File: src/hdl/scc_pkg.sv
// Shared types, constants and CRC-8 helpers for the settings slice codec.
// No dependencies; every other file in hdl/ imports this package.
package scc_pkg;

  localparam int MaxSlices  = 256;
  localparam int SliceBytes = 8;

  localparam logic [7:0] CrcInit = 8'hFF;
  localparam logic [7:0] CrcPoly = 8'h31;
  localparam logic [7:0] PadByte = 8'hFF;

  localparam logic [11:0] TotalBytesReset = 12'd256;

  // Record size limit in bytes, kept wide enough for the largest slice count
  localparam logic [15:0] LimitBytes = 16'(MaxSlices * SliceBytes);

  typedef enum logic {
    CMD_ENCODE = 1'b0,
    CMD_DECODE = 1'b1
  } scc_cmd_e;

  // One slice as it travels down the pipeline
  typedef struct packed {
    scc_cmd_e    cmd;
    logic [63:0] setting;
    logic [63:0] dflt;
    logic [63:0] message;
    logic [7:0]  stored;
    logic [7:0]  mask;
    logic [63:0] enc;      // zero for decode
    logic [63:0] crc_msg;  // bytes still to be folded into the CRC, byte 0 lowest
    logic [7:0]  crc;
  } scc_item_t;

  // Result as it leaves the block
  typedef struct packed {
    logic        ok;
    logic [7:0]  mask;
    logic [63:0] restored;
    logic [7:0]  crc;
    logic [63:0] enc;
  } scc_result_t;

  function automatic logic [7:0] crc8_byte(input logic [7:0] crc, input logic [7:0] data);
    logic [7:0] c;
    c = crc ^ data;
    for (int b = 0; b < 8; b++) begin
      c = c[7] ? ((c << 1) ^ CrcPoly) : (c << 1);
    end
    return c;
  endfunction

  // Fold four bytes, lowest byte first
  function automatic logic [7:0] crc8_word(input logic [7:0] crc, input logic [31:0] data);
    logic [7:0] c;
    c = crc;
    for (int i = 0; i < 4; i++) begin
      c = crc8_byte(c, data[8*i +: 8]);
    end
    return c;
  endfunction

endpackage

File: src/hdl/scc_front.sv
// First pipeline stage: byte mask from the record size, encode substitution,
// and choice of the bytes the CRC runs over. Depends on scc_pkg.
module scc_front
  import scc_pkg::*;
(
  input  logic        clk_i,
  input  logic        rst_ni,
  input  logic [11:0] total_bytes_i,
  input  logic        valid_i,
  output logic        ready_o,
  input  scc_cmd_e    cmd_i,
  input  logic [7:0]  slice_index_i,
  input  logic [63:0] setting_i,
  input  logic [63:0] dflt_i,
  input  logic [63:0] message_i,
  input  logic [7:0]  stored_i,
  output logic        valid_o,
  input  logic        ready_i,
  output scc_item_t   item_o
);

  logic        valid_q;
  scc_item_t   item_d, item_q;
  logic [15:0] size;
  logic [15:0] offset;
  logic [7:0]  mask;
  logic [63:0] enc;

  always_comb begin
    size   = ({4'd0, total_bytes_i} < LimitBytes) ? {4'd0, total_bytes_i} : LimitBytes;
    offset = {5'd0, slice_index_i, 3'd0};
    for (int i = 0; i < SliceBytes; i++) begin
      mask[i] = (offset + 16'(i)) < size;
    end
    for (int i = 0; i < SliceBytes; i++) begin
      enc[8*i +: 8] = (mask[i] && (setting_i[8*i +: 8] != dflt_i[8*i +: 8])) ?
                      setting_i[8*i +: 8] : PadByte;
    end

    item_d.cmd     = cmd_i;
    item_d.setting = setting_i;
    item_d.dflt    = dflt_i;
    item_d.message = message_i;
    item_d.stored  = stored_i;
    item_d.mask    = mask;
    item_d.enc     = (cmd_i == CMD_DECODE) ? 64'd0 : enc;
    item_d.crc_msg = (cmd_i == CMD_DECODE) ? message_i : enc;
    item_d.crc     = CrcInit;
  end

  assign ready_o = !valid_q || ready_i;
  assign valid_o = valid_q;
  assign item_o  = item_q;

  always_ff @(posedge clk_i or negedge rst_ni) begin
    if (!rst_ni) begin
      valid_q <= 1'b0;
    end else if (ready_o) begin
      valid_q <= valid_i;
    end
  end

  always_ff @(posedge clk_i) begin
    if (valid_i && ready_o) begin
      item_q <= item_d;
    end
  end

endmodule

File: src/hdl/scc_crc_stage.sv
// CRC pipeline stage: folds the next four message bytes into the running
// CRC-8 and shifts them out of the pending word. Depends on scc_pkg.
module scc_crc_stage
  import scc_pkg::*;
(
  input  logic      clk_i,
  input  logic      rst_ni,
  input  logic      valid_i,
  output logic      ready_o,
  input  scc_item_t item_i,
  output logic      valid_o,
  input  logic      ready_i,
  output scc_item_t item_o
);

  logic      valid_q;
  scc_item_t item_d, item_q;

  always_comb begin
    item_d         = item_i;
    item_d.crc     = crc8_word(item_i.crc, item_i.crc_msg[31:0]);
    item_d.crc_msg = {32'd0, item_i.crc_msg[63:32]};
  end

  assign ready_o = !valid_q || ready_i;
  assign valid_o = valid_q;
  assign item_o  = item_q;

  always_ff @(posedge clk_i or negedge rst_ni) begin
    if (!rst_ni) begin
      valid_q <= 1'b0;
    end else if (ready_o) begin
      valid_q <= valid_i;
    end
  end

  always_ff @(posedge clk_i) begin
    if (valid_i && ready_o) begin
      item_q <= item_d;
    end
  end

endmodule

File: src/hdl/scc_back.sv
// Last pipeline stage and output register: checksum compare and default
// substitution on decode. Depends on scc_pkg.
module scc_back
  import scc_pkg::*;
(
  input  logic        clk_i,
  input  logic        rst_ni,
  input  logic        valid_i,
  output logic        ready_o,
  input  scc_item_t   item_i,
  output logic        valid_o,
  input  logic        ready_i,
  output scc_result_t result_o
);

  logic        valid_q;
  scc_result_t result_d, result_q;
  logic        ok;
  logic [63:0] restored;

  always_comb begin
    ok = (item_i.cmd == CMD_DECODE) ? (item_i.crc == item_i.stored) : 1'b1;
    for (int i = 0; i < SliceBytes; i++) begin
      if (item_i.cmd == CMD_ENCODE) begin
        restored[8*i +: 8] = 8'd0;
      end else if (!item_i.mask[i]) begin
        restored[8*i +: 8] = item_i.setting[8*i +: 8];
      end else if ((item_i.message[8*i +: 8] == PadByte) || !ok) begin
        restored[8*i +: 8] = item_i.dflt[8*i +: 8];
      end else begin
        restored[8*i +: 8] = item_i.message[8*i +: 8];
      end
    end
    result_d.ok       = ok;
    result_d.mask     = item_i.mask;
    result_d.restored = restored;
    result_d.crc      = item_i.crc;
    result_d.enc      = item_i.enc;
  end

  assign ready_o  = !valid_q || ready_i;
  assign valid_o  = valid_q;
  assign result_o = result_q;

  always_ff @(posedge clk_i or negedge rst_ni) begin
    if (!rst_ni) begin
      valid_q <= 1'b0;
    end else if (ready_o) begin
      valid_q <= valid_i;
    end
  end

  always_ff @(posedge clk_i) begin
    if (valid_i && ready_o) begin
      result_q <= result_d;
    end
  end

endmodule

File: src/hdl/settings_slice_codec_crc8_top.sv
// Settings slice codec, CRC-8 (poly 0x31, init 0xFF): four register stages.
// Throughput 1 slice/cycle while the output side takes each result (m_axis_tready_i high).
// Stages: mask and encode, CRC over bytes 0..3, CRC over bytes 4..7, compare/restore.
// Each stage takes a new slice when it is empty or its successor takes its slice.
// Reset empties the pipeline and sets total_bytes to 256. Depends on scc_pkg.
module settings_slice_codec_crc8_top
  import scc_pkg::*;
(
  input  logic         clk_i,
  input  logic         rst_ni,
  input  logic         cfg_valid_i,
  output logic         cfg_ready_o,
  input  logic [11:0]  cfg_data_i,      // total_bytes
  input  logic         s_axis_tvalid_i,
  output logic         s_axis_tready_o,
  // slice_index[7:0], setting_bytes[71:8], default_bytes[135:72],
  // message_bytes[199:136], stored_checksum[207:200]
  input  logic [207:0] s_axis_tdata_i,
  input  logic [0:0]   s_axis_tuser_i,  // command[0]
  output logic         m_axis_tvalid_o,
  input  logic         m_axis_tready_i,
  // encoded_bytes[63:0], encoded_checksum[71:64], restored_bytes[135:72],
  // byte_mask[143:136], checksum_ok[144], zero[151:145]
  output logic [151:0] m_axis_tdata_o
);

  logic [11:0] total_bytes_q;

  logic        front_valid, front_ready;
  logic        lo_valid, lo_ready;
  logic        hi_valid, hi_ready;
  scc_item_t   front_item, lo_item, hi_item;
  scc_result_t result;

  assign cfg_ready_o = 1'b1;

  always_ff @(posedge clk_i or negedge rst_ni) begin
    if (!rst_ni) begin
      total_bytes_q <= TotalBytesReset;
    end else if (cfg_valid_i) begin
      total_bytes_q <= cfg_data_i;
    end
  end

  scc_front u_front (
    .clk_i         (clk_i),
    .rst_ni        (rst_ni),
    .total_bytes_i (total_bytes_q),
    .valid_i       (s_axis_tvalid_i),
    .ready_o       (s_axis_tready_o),
    .cmd_i         (scc_cmd_e'(s_axis_tuser_i[0])),
    .slice_index_i (s_axis_tdata_i[7:0]),
    .setting_i     (s_axis_tdata_i[71:8]),
    .dflt_i        (s_axis_tdata_i[135:72]),
    .message_i     (s_axis_tdata_i[199:136]),
    .stored_i      (s_axis_tdata_i[207:200]),
    .valid_o       (front_valid),
    .ready_i       (front_ready),
    .item_o        (front_item)
  );

  scc_crc_stage u_crc_lo (
    .clk_i   (clk_i),
    .rst_ni  (rst_ni),
    .valid_i (front_valid),
    .ready_o (front_ready),
    .item_i  (front_item),
    .valid_o (lo_valid),
    .ready_i (lo_ready),
    .item_o  (lo_item)
  );

  scc_crc_stage u_crc_hi (
    .clk_i   (clk_i),
    .rst_ni  (rst_ni),
    .valid_i (lo_valid),
    .ready_o (lo_ready),
    .item_i  (lo_item),
    .valid_o (hi_valid),
    .ready_i (hi_ready),
    .item_o  (hi_item)
  );

  scc_back u_back (
    .clk_i    (clk_i),
    .rst_ni   (rst_ni),
    .valid_i  (hi_valid),
    .ready_o  (hi_ready),
    .item_i   (hi_item),
    .valid_o  (m_axis_tvalid_o),
    .ready_i  (m_axis_tready_i),
    .result_o (result)
  );

  assign m_axis_tdata_o = {7'd0, result.ok, result.mask, result.restored,
                           result.crc, result.enc};

  // An accepted transaction always lands in the first stage
  a_front_fill: assert property (@(posedge clk_i) disable iff (!rst_ni)
    s_axis_tvalid_i && s_axis_tready_o |=> front_valid)
    else $error("accepted slice did not enter the first stage");

  // Only a decode can fail the check, and a decode has no encoded bytes
  a_fail_is_decode: assert property (@(posedge clk_i) disable iff (!rst_ni)
    m_axis_tvalid_o && !result.ok |-> result.enc == 64'd0)
    else $error("checksum failure reported on an encode result");

  // Bytes below the record size form a run from byte 0
  a_mask_run: assert property (@(posedge clk_i) disable iff (!rst_ni)
    m_axis_tvalid_o |-> (result.mask & (result.mask + 8'd1)) == 8'd0)
    else $error("byte mask is not a contiguous run from byte 0");

endmodule

File: config.mk
export PLATFORM = sky130hd
export DESIGN_NAME = settings_slice_codec_crc8_top
export DESIGN_NICKNAME = d
export VERILOG_FILES = /design/src/hdl/scc_pkg.sv /design/src/hdl/scc_front.sv /design/src/hdl/scc_crc_stage.sv /design/src/hdl/scc_back.sv /design/src/hdl/settings_slice_codec_crc8_top.sv
export SDC_FILE = /design/constraint.sdc
export NUM_CORES = 1
export LEC_CHECK = 0
export BUFFER_PORTS_ARGS = -buffer_cell sky130_fd_sc_hd__buf_4
export CORE_MARGIN = 5
export CORE_UTILIZATION = 52
export CTS_CLUSTER_DIAMETER = 100
export CTS_CLUSTER_SIZE = 40
export DETAILED_ROUTE_END_ITERATION = 10
export GPL_TIMING_DRIVEN = 0
export PLACE_DENSITY = 0.73
export SYNTH_ARGS = -nofsm -noshare
export SYNTH_HDL_FRONTEND = slang
export SYNTH_SLANG_ARGS = --single-unit
export TNS_END_PERCENT = 10
File: constraint.sdc
create_clock -name clk_i -period 23.7 [get_ports clk_i]
set_clock_uncertainty 0.1 [all_clocks]
set_input_delay 1.185 -clock clk_i [delete_from_list [all_inputs] [get_ports clk_i]]
set_output_delay 1.185 -clock clk_i [all_outputs]
set_load 0.02 [all_outputs]
==> flow_metrics.py, run 1 <==
metrics = {
    "outcome": {
        "status": "completed",
    },
    "critical_path": {
        "path_class": "flop to flop",
        "crit_slowest_cell": "clkbuf_1",
        "cp-end-kind": "flop",
        "crit_buf_inv": 3,
        "cp_max_fo": 10,
        "r2r_end": "u_front.item_o[91]",
        "critPathArrivalTime_ns": 5.08,
        "max_stage_delay_ns": 0.90,
        "required_ns": 24.02,
        "crit-reg2reg-launch": "total_bytes_q[11]",
        "reg2regPathDepth": 11,
        "cp-start-kind": "flop",
        "regToRegSetupSlack_ns": 18.94,
        "crit_family": "buffers and inverters",
        "path_cells": "clkbuf_1 > nand2b_1 > ha_1 > a21o_1 > a21o_1 > nor2b_1 > a21o_1 > clkbuf_1 > clkbuf_1 > a22oi_1 > a21oi_1",
    },
    "clocking": {
        "cts_root_buf": "clkbuf_16",
        "cts_sinks": 1092,
        "clkLatencyLatePin_ns": 0.60,
        "clockBufferDepth": 3,
        "clkTransAtPathRegs_ns": 0.13,
        "cts_tree": "yes",
        "postCtsSetupBuffers": 0,
        "cts_buffers": 36,
        "htree_levels": 2,
        "ctsHoldBuffers": 0,
        "cts_resized": 0,
    },
    "logic_synthesis": {
        "yosys-top-cells-area": "edfxtp_1, xnor2_1, xor2_1",
        "postSynthCellCount": 1986,
        "synth_simple_gate_area_share_pct": 3.10,
        "synth_top_family_by_area": "XOR/XNOR gates",
        "yosysUniqueCellTypes": 47,
        "yosysWarnings": 0,
        "syn_area_per_cell_um2": 19.9,
        "synth_ff_type": "edfxtp_1",
        "synth_mux_area_share_pct": 1.79,
        "synth-seq-cells": 1092,
        "synth_compound_area_share_pct": 3.92,
        "synth_largest_area_cell": "edfxtp_1",
        "synthAdderAreaFrac_pct": 0.285,
        "synth_edf_count": 1076,
        "synth_top_area_share_pct": 81.9,
        "synth.yosys.seq_area_share_pct": 82.9,
        "synth_xor_area_share_pct": 6.76,
        "netlist_area_mm2": 0.0395,
        "synth-async-reset-ratio_pct": 1.47,
    },
    "detailed_routing": {
        "drcViolationCount": 0,
        "via_per_inst": 5.36,
        "wl_per_cell_um": 23.9,
        "dr.pass1.iters": 5,
        "vias": 18300,
        "drt_iter0_drc": 1628,
        "wirelength_um": 81800,
        "postRouteAntennaNets": 0,
    },
    "global_route": {
        "grt_max_degree": 76,
        "grt_use_total_pct": 19.9,
        "grt_pass1_vias": 19000,
        "grt_overflow_total": 0,
        "grt_first_pass_wirelength_um": 121000,
        "antenna_found_initial": 23,
    },
    "sta": {
        "final.min_clock_period_ns": 4.76,
        "fin_setup_tns_ns": 0,
        "finalHoldViolCount": 0,
        "min_period_over_period_pct": 20.1,
        "rsz0062_at_grt": "no",
        "drv_slew": 0,
        "max_freq_ghz": 0.210,
        "tightest_slew_ns": 1.23,
        "setup_viol": 0,
        "hold_ws_ns": 0.313,
        "slew_headroom_pct": 18.3,
    },
    "hold_path": {
        "hold_end": "u_crc_hi.item_o[226]",
        "whs_path_depth": 0,
        "worstHoldStart": "u_crc_lo.item_o[226]",
        "min_path_type": "flop to flop",
    },
    "placement": {
        "placed_cells": 3361,
        "port-buffer-count": 372,
        "hpwl_um": 60200,
        "routabilityCongestion": 0.880,
    },
    "floorplanning": {
        "rows": 101,
        "coreArea_mm2": 0.0756,
        "start_util_pct": 52.2,
        "die-height_um": 285,
        "fp.dieW_um": 285,
        "io_pins": 381,
        "die-area_mm2": 0.0815,
    },
    "power": {
        "powerDensity_mw_per_mm2": 118,
        "peakVddDrop_mv": 0.260,
        "p_leak_nw": 16.2,
    },
    "layout": {
        "multi_input_area_mm2": 0.00632,
        "fin_nets": 2656,
        "final-seq-area_mm2": 0.0327,
        "fin_util_pct": 59.8,
        "n_fill_cell": 5322,
        "area_growth_pct": 14.4,
        "fin_cells": 3425,
        "drive_gt1_share_pct": 20.2,
    },
    "job": {
        "drv_cap": 0,
    },
}
==> worst reg2reg max path, delay by kind of cell (launching register included) <==
kind,cells,cell delay [ns]
adders and majority gates,1,0.32
and+or+nand+nor,2,0.46
buffers and inverters,3,2.00
DFF,1,0.45
AOI/OAI and AO/OA,5,1.26
==> area by class of cell <==
class	count	area share, %
well taps	978	2.71
clock buffers	39	2.07
plain buffers	53	0.510
inverters	70	0.582
flip-flops and latches	1092	72.4
multi-input cells	777	14.0
clock inverters	12	0.393
diodes	13	0.0720
repair buffers	391	7.26
==> power breakdown <==
part           internal (mW)  total, mW  switching (mW)
combinational           1.02       1.85           0.829
clock                  0.305      0.847           0.542
sequential              2.53       2.62          0.0872
total                   3.86       5.32            1.46
==> worst max path at each step <==
stage                           to  slack (ns)  cells after the start         startpoint
2_1_floorplan  u_front.item_o[100]       13.69                      3    m_axis_tready_i
4_1_cts         u_front.item_o[91]       18.83                     11  total_bytes_q[11]
3_3_place_gp   u_front.item_o[245]       10.43                      4    m_axis_tready_i
5_1_grt         u_front.item_o[91]       18.63                     11  total_bytes_q[11]
6_report        u_front.item_o[91]       18.94                     11  total_bytes_q[11]
3_5_place_dp    u_front.item_o[91]       18.37                     10  s_axis_tdata_i[6]
==> flip-flops by register name, summed over array words and instances, names as in the netlist <==
| signal | count |
|---|---|
| u_front.item_o | 337 |
| u_crc_lo.item_o | 313 |
| u_crc_hi.item_o | 281 |
| u_back.result_o | 145 |
| total_bytes_q | 12 |
| u_back.valid_o | 1 |
| u_crc_hi.valid_o | 1 |
| u_crc_lo.valid_o | 1 |
| u_front.valid_o | 1 |
==> synthesized netlist by cell type, types with 3 or more instances <==
library cell,instances
nand4_1,24
dfrtp_1,15
nor4_1,13
o221ai_1,16
a22oi_1,3
and2_1,4
inv_1,70
buf_4,8
mux2i_1,48
o31a_1,48
nor2b_1,11
a21oi_1,92
xnor3_1,24
xnor2_1,117
edfxtp_1,1076
a21o_1,6
nor2_1,79
clkbuf_1,44
xor2_1,74
nand2b_1,76
a211oi_1,49
xnor3_2,7
a22o_1,3
ha_1,9
mux2_2,20
nand2_1,16
xor3_1,6
==> logic make-up (layout without fill, tap and decap cells) <==
| group | after synthesis | in the layout |
|---|---|---|
| flip-flops | 1092 | 1092 |
| XOR/XNOR | 235 | 235 |
| AND/OR/NAND/NOR | 233 | 233 |
| AO/OA/AOI/OAI | 224 | 224 |
| buffers and inverters | 123 | 565 |
| multiplexers | 68 | 68 |
| adder cells (fa/ha/maj) | 9 | 9 |
| other | 2 | 21 |
==> stage by stage <==
stage	worst slack (ns)	instance area, µm²	total power, mW
4_1_cts	18.83	45100	5.38
6_report	18.94	45200	5.32
2_1_floorplan	13.69	39500	4.12
5_1_grt	18.63	45100	5.56
3_5_place_dp	18.37	44000	4.55
3_3_place_gp	10.43	43500	4.56
==> cells in the final DEF, fill, tap and decap left out, drive strengths merged, types with 15 or more instances in the layout <==
cell and count:
dfrtp 15, a211oi 49, o31a 48, nand4 24, nor2 79, clkbuf 83, inv 75, xor2 76
o221ai 16, nand2b 76, buf 400, a21oi 92, edfxtp 1076, mux2 20, xnor3 31, xnor2 121
nand2 16, mux2i 48
==> metal layers <==
metal,vias up,GRT usage [%],share of wire [%]
li1,8432,-,-
met1,9224,26.0,39
met2,562,34.6,51
met3,106,4.88,7.7
met4,22,3.90,2.0
met5,-,0,0.16
Power figures use the tool's default switching activity.
==> run 2, diff against run 1 <==
Settings changed: PLACE_DENSITY 0.73 to 0.76.
Clock period 23.7 ns to 3.95 ns, I/O delays scaled along.
==> run 2 against run 1 <==
Largest cell class unchanged. Largest power group unchanged. Flip-flop and latch count is the same. Worst setup slack lost 19 ns. Final cell count grew 6.7%. Die area is the same. Sequential power grew to 6.0 times the previous value. Core utilization grew 2.9 points. Register-to-register slack lost 19 ns.
==> flow_metrics.py, run 2 (same netlist as run 1, synthesis figures left out) <==
metrics = {
    "detailed_routing": {
        "wirelength_um": 86300,
        "dr.pass1.iters": 7,
        "vias": 19500,
        "wl_per_cell_um": 23.6,
        "drcViolationCount": 0,
        "via_per_inst": 5.33,
        "drt_iter0_drc": 2001,
        "postRouteAntennaNets": 0,
    },
    "global_route": {
        "grt_first_pass_wirelength_um": 127000,
        "grt_use_total_pct": 20.9,
        "grt_overflow_total": 0,
        "antenna_found_initial": 27,
        "grt_pass1_vias": 20400,
        "grt_max_degree": 77,
    },
    "critical_path": {
        "reg2regPathDepth": 7,
        "critPathArrivalTime_ns": 4.12,
        "path_cells": "xor2_1 > nor4_1 > a21oi_4 > clkbuf_2 > clkbuf_1 > o221ai_1 > a21oi_1",
        "max_stage_delay_ns": 0.80,
        "crit_buf_inv": 2,
        "regToRegSetupSlack_ns": 0.09,
        "crit_family": "buffers and inverters",
        "cp_max_fo": 10,
        "crit-reg2reg-launch": "u_crc_hi.item_o[4]",
        "path_depth": 7,
        "r2r_end": "u_back.result_o[128]",
        "path_class": "flop to flop",
        "required_ns": 4.21,
        "cp-end-kind": "flop",
        "crit_start": "u_crc_hi.item_o[4]",
        "cp-start-kind": "flop",
        "crit_slowest_cell": "clkbuf_1",
        "endpoint": "u_back.result_o[128]",
    },
    "layout": {
        "final-seq-area_mm2": 0.0327,
        "final_common_cell": "edfxtp_1",
        "final_area_mm2": 0.0474,
        "largest_reg_flops": 337,
        "area_growth_pct": 20.1,
        "n_fill_cell": 5040,
        "fin_nets": 2874,
        "layout_common_cells": "edfxtp_1, buf_4, dlygate4sd3_1, xnor2_1, a21oi_1",
        "fin_util_pct": 62.7,
        "drive_gt1_share_pct": 18.8,
        "multi_input_area_mm2": 0.00636,
    },
    "clocking": {
        "cts_buffers": 35,
        "clkTransAtPathRegs_ns": 0.13,
        "cts_sinks": 1092,
        "clkLatencyLatePin_ns": 0.60,
        "cts_tree": "yes",
        "cts_root_buf": "clkbuf_16",
        "htree_levels": 2,
        "clockBufferDepth": 3,
    },
    "hold_path": {
        "min_path_type": "input port to flop",
    },
    "sta": {
        "slew_headroom_pct": 27.9,
        "min_period_over_period_pct": 97.7,
        "final.min_clock_period_ns": 3.86,
        "drv_slew": 0,
        "setup_viol": 0,
        "finalHoldViolCount": 0,
        "rsz0062_at_grt": "yes",
        "max_freq_ghz": 0.259,
        "tightest_slew_ns": 1.08,
    },
    "power": {
        "peakVddDrop_mv": 1.84,
        "p_leak_nw": 17.1,
        "powerDensity_mw_per_mm2": 681,
    },
    "floorplanning": {
        "io_pins": 381,
        "start_util_pct": 52.2,
        "rows": 101,
        "die-area_mm2": 0.0815,
        "die-height_um": 285,
        "fp.dieW_um": 285,
        "coreArea_mm2": 0.0756,
    },
    "placement": {
        "hpwl_um": 60400,
        "routabilityCongestion": 0.882,
        "port-buffer-count": 372,
        "placed_area_mm2": 0.0440,
    },
    "outcome": {
        "status": "completed",
    },
    "job": {
        "drv_cap": 0,
    },
}
==> run 2: worst min-delay path by stage <==
| stage | from | cells after the start | slack, ns | end |
|---|---|---|---|---|
| 5_1_grt | s_axis_tdata_i[203] | 2 | 0.17 | u_front.item_o[147] |
| 2_1_floorplan | rst_ni | 0 | -0.20 | total_bytes_q[0] |
| 6_report | s_axis_tdata_i[200] | 2 | 0.20 | u_front.item_o[144] |
| 4_1_cts | s_axis_tdata_i[201] | 2 | 0.16 | u_front.item_o[145] |
| 3_3_place_gp | rst_ni | 1 | -0.02 | u_front.valid_o |
| 3_5_place_dp | rst_ni | 1 | -0.02 | u_front.valid_o |
==> run 2: timing repair <==
| item | CTS | global route |
|---|---|---|
| endpoints found under the hold margin | 361 | 0 |
| pin swaps | 0 | 1 |
| hold buffers | 221 | 0 |
| endpoints found under the setup margin | 99 | 27 |
| gates resized for setup | 14 | 0 |
| setup buffers | 0 | 1 |
==> run 2: cell type report <==
| type | instances | share of cell area (%) |
|---|---|---|
| Sequential cell | 1092 | 69.0 |
| Buffer | 52 | 0.491 |
| Multi-Input combinational cell | 777 | 13.4 |
| Inverter | 70 | 0.554 |
| Clock inverter | 10 | 0.312 |
| Antenna cell | 20 | 0.106 |
| Timing Repair Buffer | 611 | 11.5 |
| Clock buffer | 43 | 2.00 |
| Tap cell | 978 | 2.58 |
==> run 2: worst reg2reg max path, cell delays in order (launching register included) <==
cell and delay [ns]:
edfxtp_1 0.45, xor2_1 0.19, nor4_1 0.11, a21oi_4 0.71, clkbuf_2 0.61, clkbuf_1 0.81, o221ai_1 0.22, a21oi_1 0.44
==> run 2: where the power goes <==
part           switching [mW]  internal [mW]  leakage (nW)
Combinational            5.15           6.29          5.91
Sequential              0.524           15.2          10.6
Clock                    3.22           1.87         0.530
Total                    8.90           23.4          17.1
==> run 2: through the flow <==
stage / TNS, ns / instances / setup slack, ns / power (mW) / hold slack (ns)
after floorplan: -726.39 / 1992 / -1.17 / 24.5 / -0.198
after global placement: -1996.44 / 3342 / -2.87 / 27.1 / -0.0223
after detailed placement: -36.45 / 3359 / -1.06 / 27.3 / -0.0161
after CTS: 0 / 3632 / 0.0435 / 32.5 / 0.158
after global routing: -0.875 / 3638 / -0.117 / 33.6 / 0.171
final: 0 / 3653 / 0.0889 / 32.3 / 0.201
==> run 2: metal layers <==
metal  track usage [%]  vias to the layer above  routed length, µm
li1                  -                     8852                  -
met5                 0                        -                153
met4              5.69                       24               2330
met2              37.3                      741              45100
met1              26.4                     9722              32300
met3              4.37                      141               6410
==> run 3, diff against run 2 <==
Settings changed: CORE_UTILIZATION 52 to 53, PLACE_DENSITY 0.76 to 0.77.
==> run 3 against run 2 <==
Worst hold slack better by 0.0020 ns. Design area about the same. Largest power group unchanged. Non-clock buffer count unchanged. Critical endpoint is now u_back.result_o[104]. Global-route usage up 0.59 points. Register-to-register slack about the same. Highest routed layer unchanged. Flip-flop and latch count unchanged. First-iteration DRC count down 3.6%. Die area down 1.8%. Worst setup slack better by 0.0019 ns. Via count up 0.54%. Wire length up 1.6%.
==> flow_metrics.py, run 3 (same netlist as run 1, synthesis figures left out) <==
metrics = {
    "sta": {
        "min_period_over_period_pct": 97.7,
        "rsz0062_at_grt": "no",
        "hold_ws_ns": 0.203,
        "finalHoldViolCount": 0,
        "setup_viol": 0,
        "drv_slew": 0,
        "slew_headroom_pct": 8.28,
        "max_freq_ghz": 0.259,
        "tightest_slew_ns": 1.38,
        "fin_setup_tns_ns": 0,
        "final.min_clock_period_ns": 3.86,
    },
    "power": {
        "pwr-share-comb_pct": 35.6,
        "p_leak_nw": 17.1,
        "p_int_mw": 23.3,
        "p_sw_share_pct": 28.2,
        "peakVddDrop_mv": 1.69,
        "powerDensity_mw_per_mm2": 685,
        "pwr-share-seq_pct": 48.5,
        "pwr-share-clk_pct": 15.9,
        "p_sw_mw": 9.17,
    },
    "placement": {
        "port-buffer-count": 372,
        "hpwl_um": 61400,
        "placed_area_mm2": 0.0440,
        "routabilityCongestion": 0.899,
        "placed_cells": 3351,
    },
    "clocking": {
        "cts_root_buf": "clkbuf_16",
        "clockBufferDepth": 3,
        "cts_buffers": 36,
        "clkTransAtPathRegs_ns": 0.14,
        "cts_tree": "yes",
        "cts_sinks": 1092,
        "clkLatencyLatePin_ns": 0.61,
        "htree_levels": 2,
    },
    "critical_path": {
        "cp-end-kind": "flop",
        "critPathArrivalTime_ns": 4.17,
        "required_ns": 4.26,
        "reg2regPathDepth": 7,
        "path_class": "flop to flop",
        "cp-start-kind": "flop",
        "cp_max_fo": 10,
    },
    "detailed_routing": {
        "drt_iter0_drc": 1928,
        "via_per_inst": 5.38,
        "wirelength_um": 87700,
        "vias": 19600,
        "wl_per_cell_um": 24.1,
        "postRouteAntennaNets": 0,
        "drcViolationCount": 0,
        "dr.pass1.iters": 5,
    },
    "global_route": {
        "antenna_found_initial": 31,
        "grt_overflow_total": 0,
        "grt_first_pass_wirelength_um": 126000,
        "grt_max_degree": 74,
        "grt_pass1_vias": 20200,
        "grt_use_total_pct": 21.5,
    },
    "layout": {
        "largest_reg_flops": 337,
        "fin_util_pct": 63.9,
        "layout_common_cells": "edfxtp_1, buf_4, dlygate4sd3_1, xnor2_1, a21oi_1",
        "final-seq-area_mm2": 0.0327,
        "fin_nets": 2875,
        "n_fill_cell": 4834,
        "final_area_mm2": 0.0474,
        "final_common_cell": "edfxtp_1",
        "area_growth_pct": 20.1,
        "fin_cells": 3642,
        "multi_input_area_mm2": 0.00635,
        "drive_gt1_share_pct": 18.8,
    },
    "floorplanning": {
        "rows": 100,
        "io_pins": 381,
        "die-height_um": 283,
        "start_util_pct": 53.2,
        "fp.dieW_um": 283,
        "coreArea_mm2": 0.0742,
        "die-area_mm2": 0.0800,
    },
    "hold_path": {
        "min_path_type": "input port to flop",
        "whs_path_depth": 2,
    },
    "outcome": {
        "status": "completed",
    },
    "job": {
        "drv_cap": 0,
    },
}
-- run 3: path summary, 6_finish.rpt --
kind / slack [ns] / end / start
max reg2reg: 0.09 / u_back.result_o[104] / u_crc_hi.item_o[3]
max: 0.09 / u_back.result_o[104] / u_crc_hi.item_o[3]
min in group asynchronous: 0.55 / total_bytes_q[8] / rst_ni
min reg2reg: 0.31 / u_crc_hi.item_o[97] / u_crc_lo.item_o[97]
min: 0.20 / u_front.item_o[175] / s_axis_tdata_i[159]
max in group asynchronous: 1.97 / total_bytes_q[2] / rst_ni
-- run 3: what timing repair did --
item / CTS / global route
hold buffers: 221 / 0
setup buffers: 0 / 0
hold endpoints to repair: 361 / 0
pin swaps: 0 / 0
gates resized for setup: 11 / 6
endpoints found under the setup margin: 81 / 16
-- run 3: through the flow --
stage          total power, mW  setup slack (ns)
2_1_floorplan             24.5             -1.17
3_3_place_gp              27.0             -3.06
3_5_place_dp              27.4             -1.04
4_1_cts                   32.7            0.0153
5_1_grt                   33.7            0.0143
6_report                  32.5            0.0908
-- run 3: layout make-up --
class / instances / area share, %
timing repair buffer: 611 / 11.5
clock buffer: 41 / 1.98
tap: 969 / 2.56
inverter: 70 / 0.554
multi-input combinational: 777 / 13.4
buffer: 52 / 0.491
antenna: 19 / 0.100
sequential: 1092 / 69.0
clock inverter: 11 / 0.414
-- run 3: metal layers --
layer	up-vias	track usage (%)	share of wire, %	wire (µm)
li1	8866	-	-	-
met5	-	0	0.21	184
met1	9800	27.5	37	32800
met3	159	5.04	7.7	6760
met2	730	37.5	52	45300
met4	30	5.93	3.0	2600
-- run 3: critical path, cell delays in order (launching register included) --
cell      delay, ns
edfxtp_1       0.45
xor2_1         0.21
nor4_1         0.12
a21oi_4        0.70
clkbuf_1       0.68
clkbuf_1       0.84
o221ai_1       0.23
a21oi_1        0.30
-- run 3: power by group through the flow --
stage / clock (mW) / sequential (mW) / combinational (mW)
floorplan: 0 / 16.2 / 8.33
global placement: 0 / 16.1 / 10.9
detailed placement: 0 / 16.0 / 11.4
CTS: 5.27 / 15.7 / 11.7
global route: 5.71 / 15.8 / 12.1
finish: 5.16 / 15.7 / 11.6
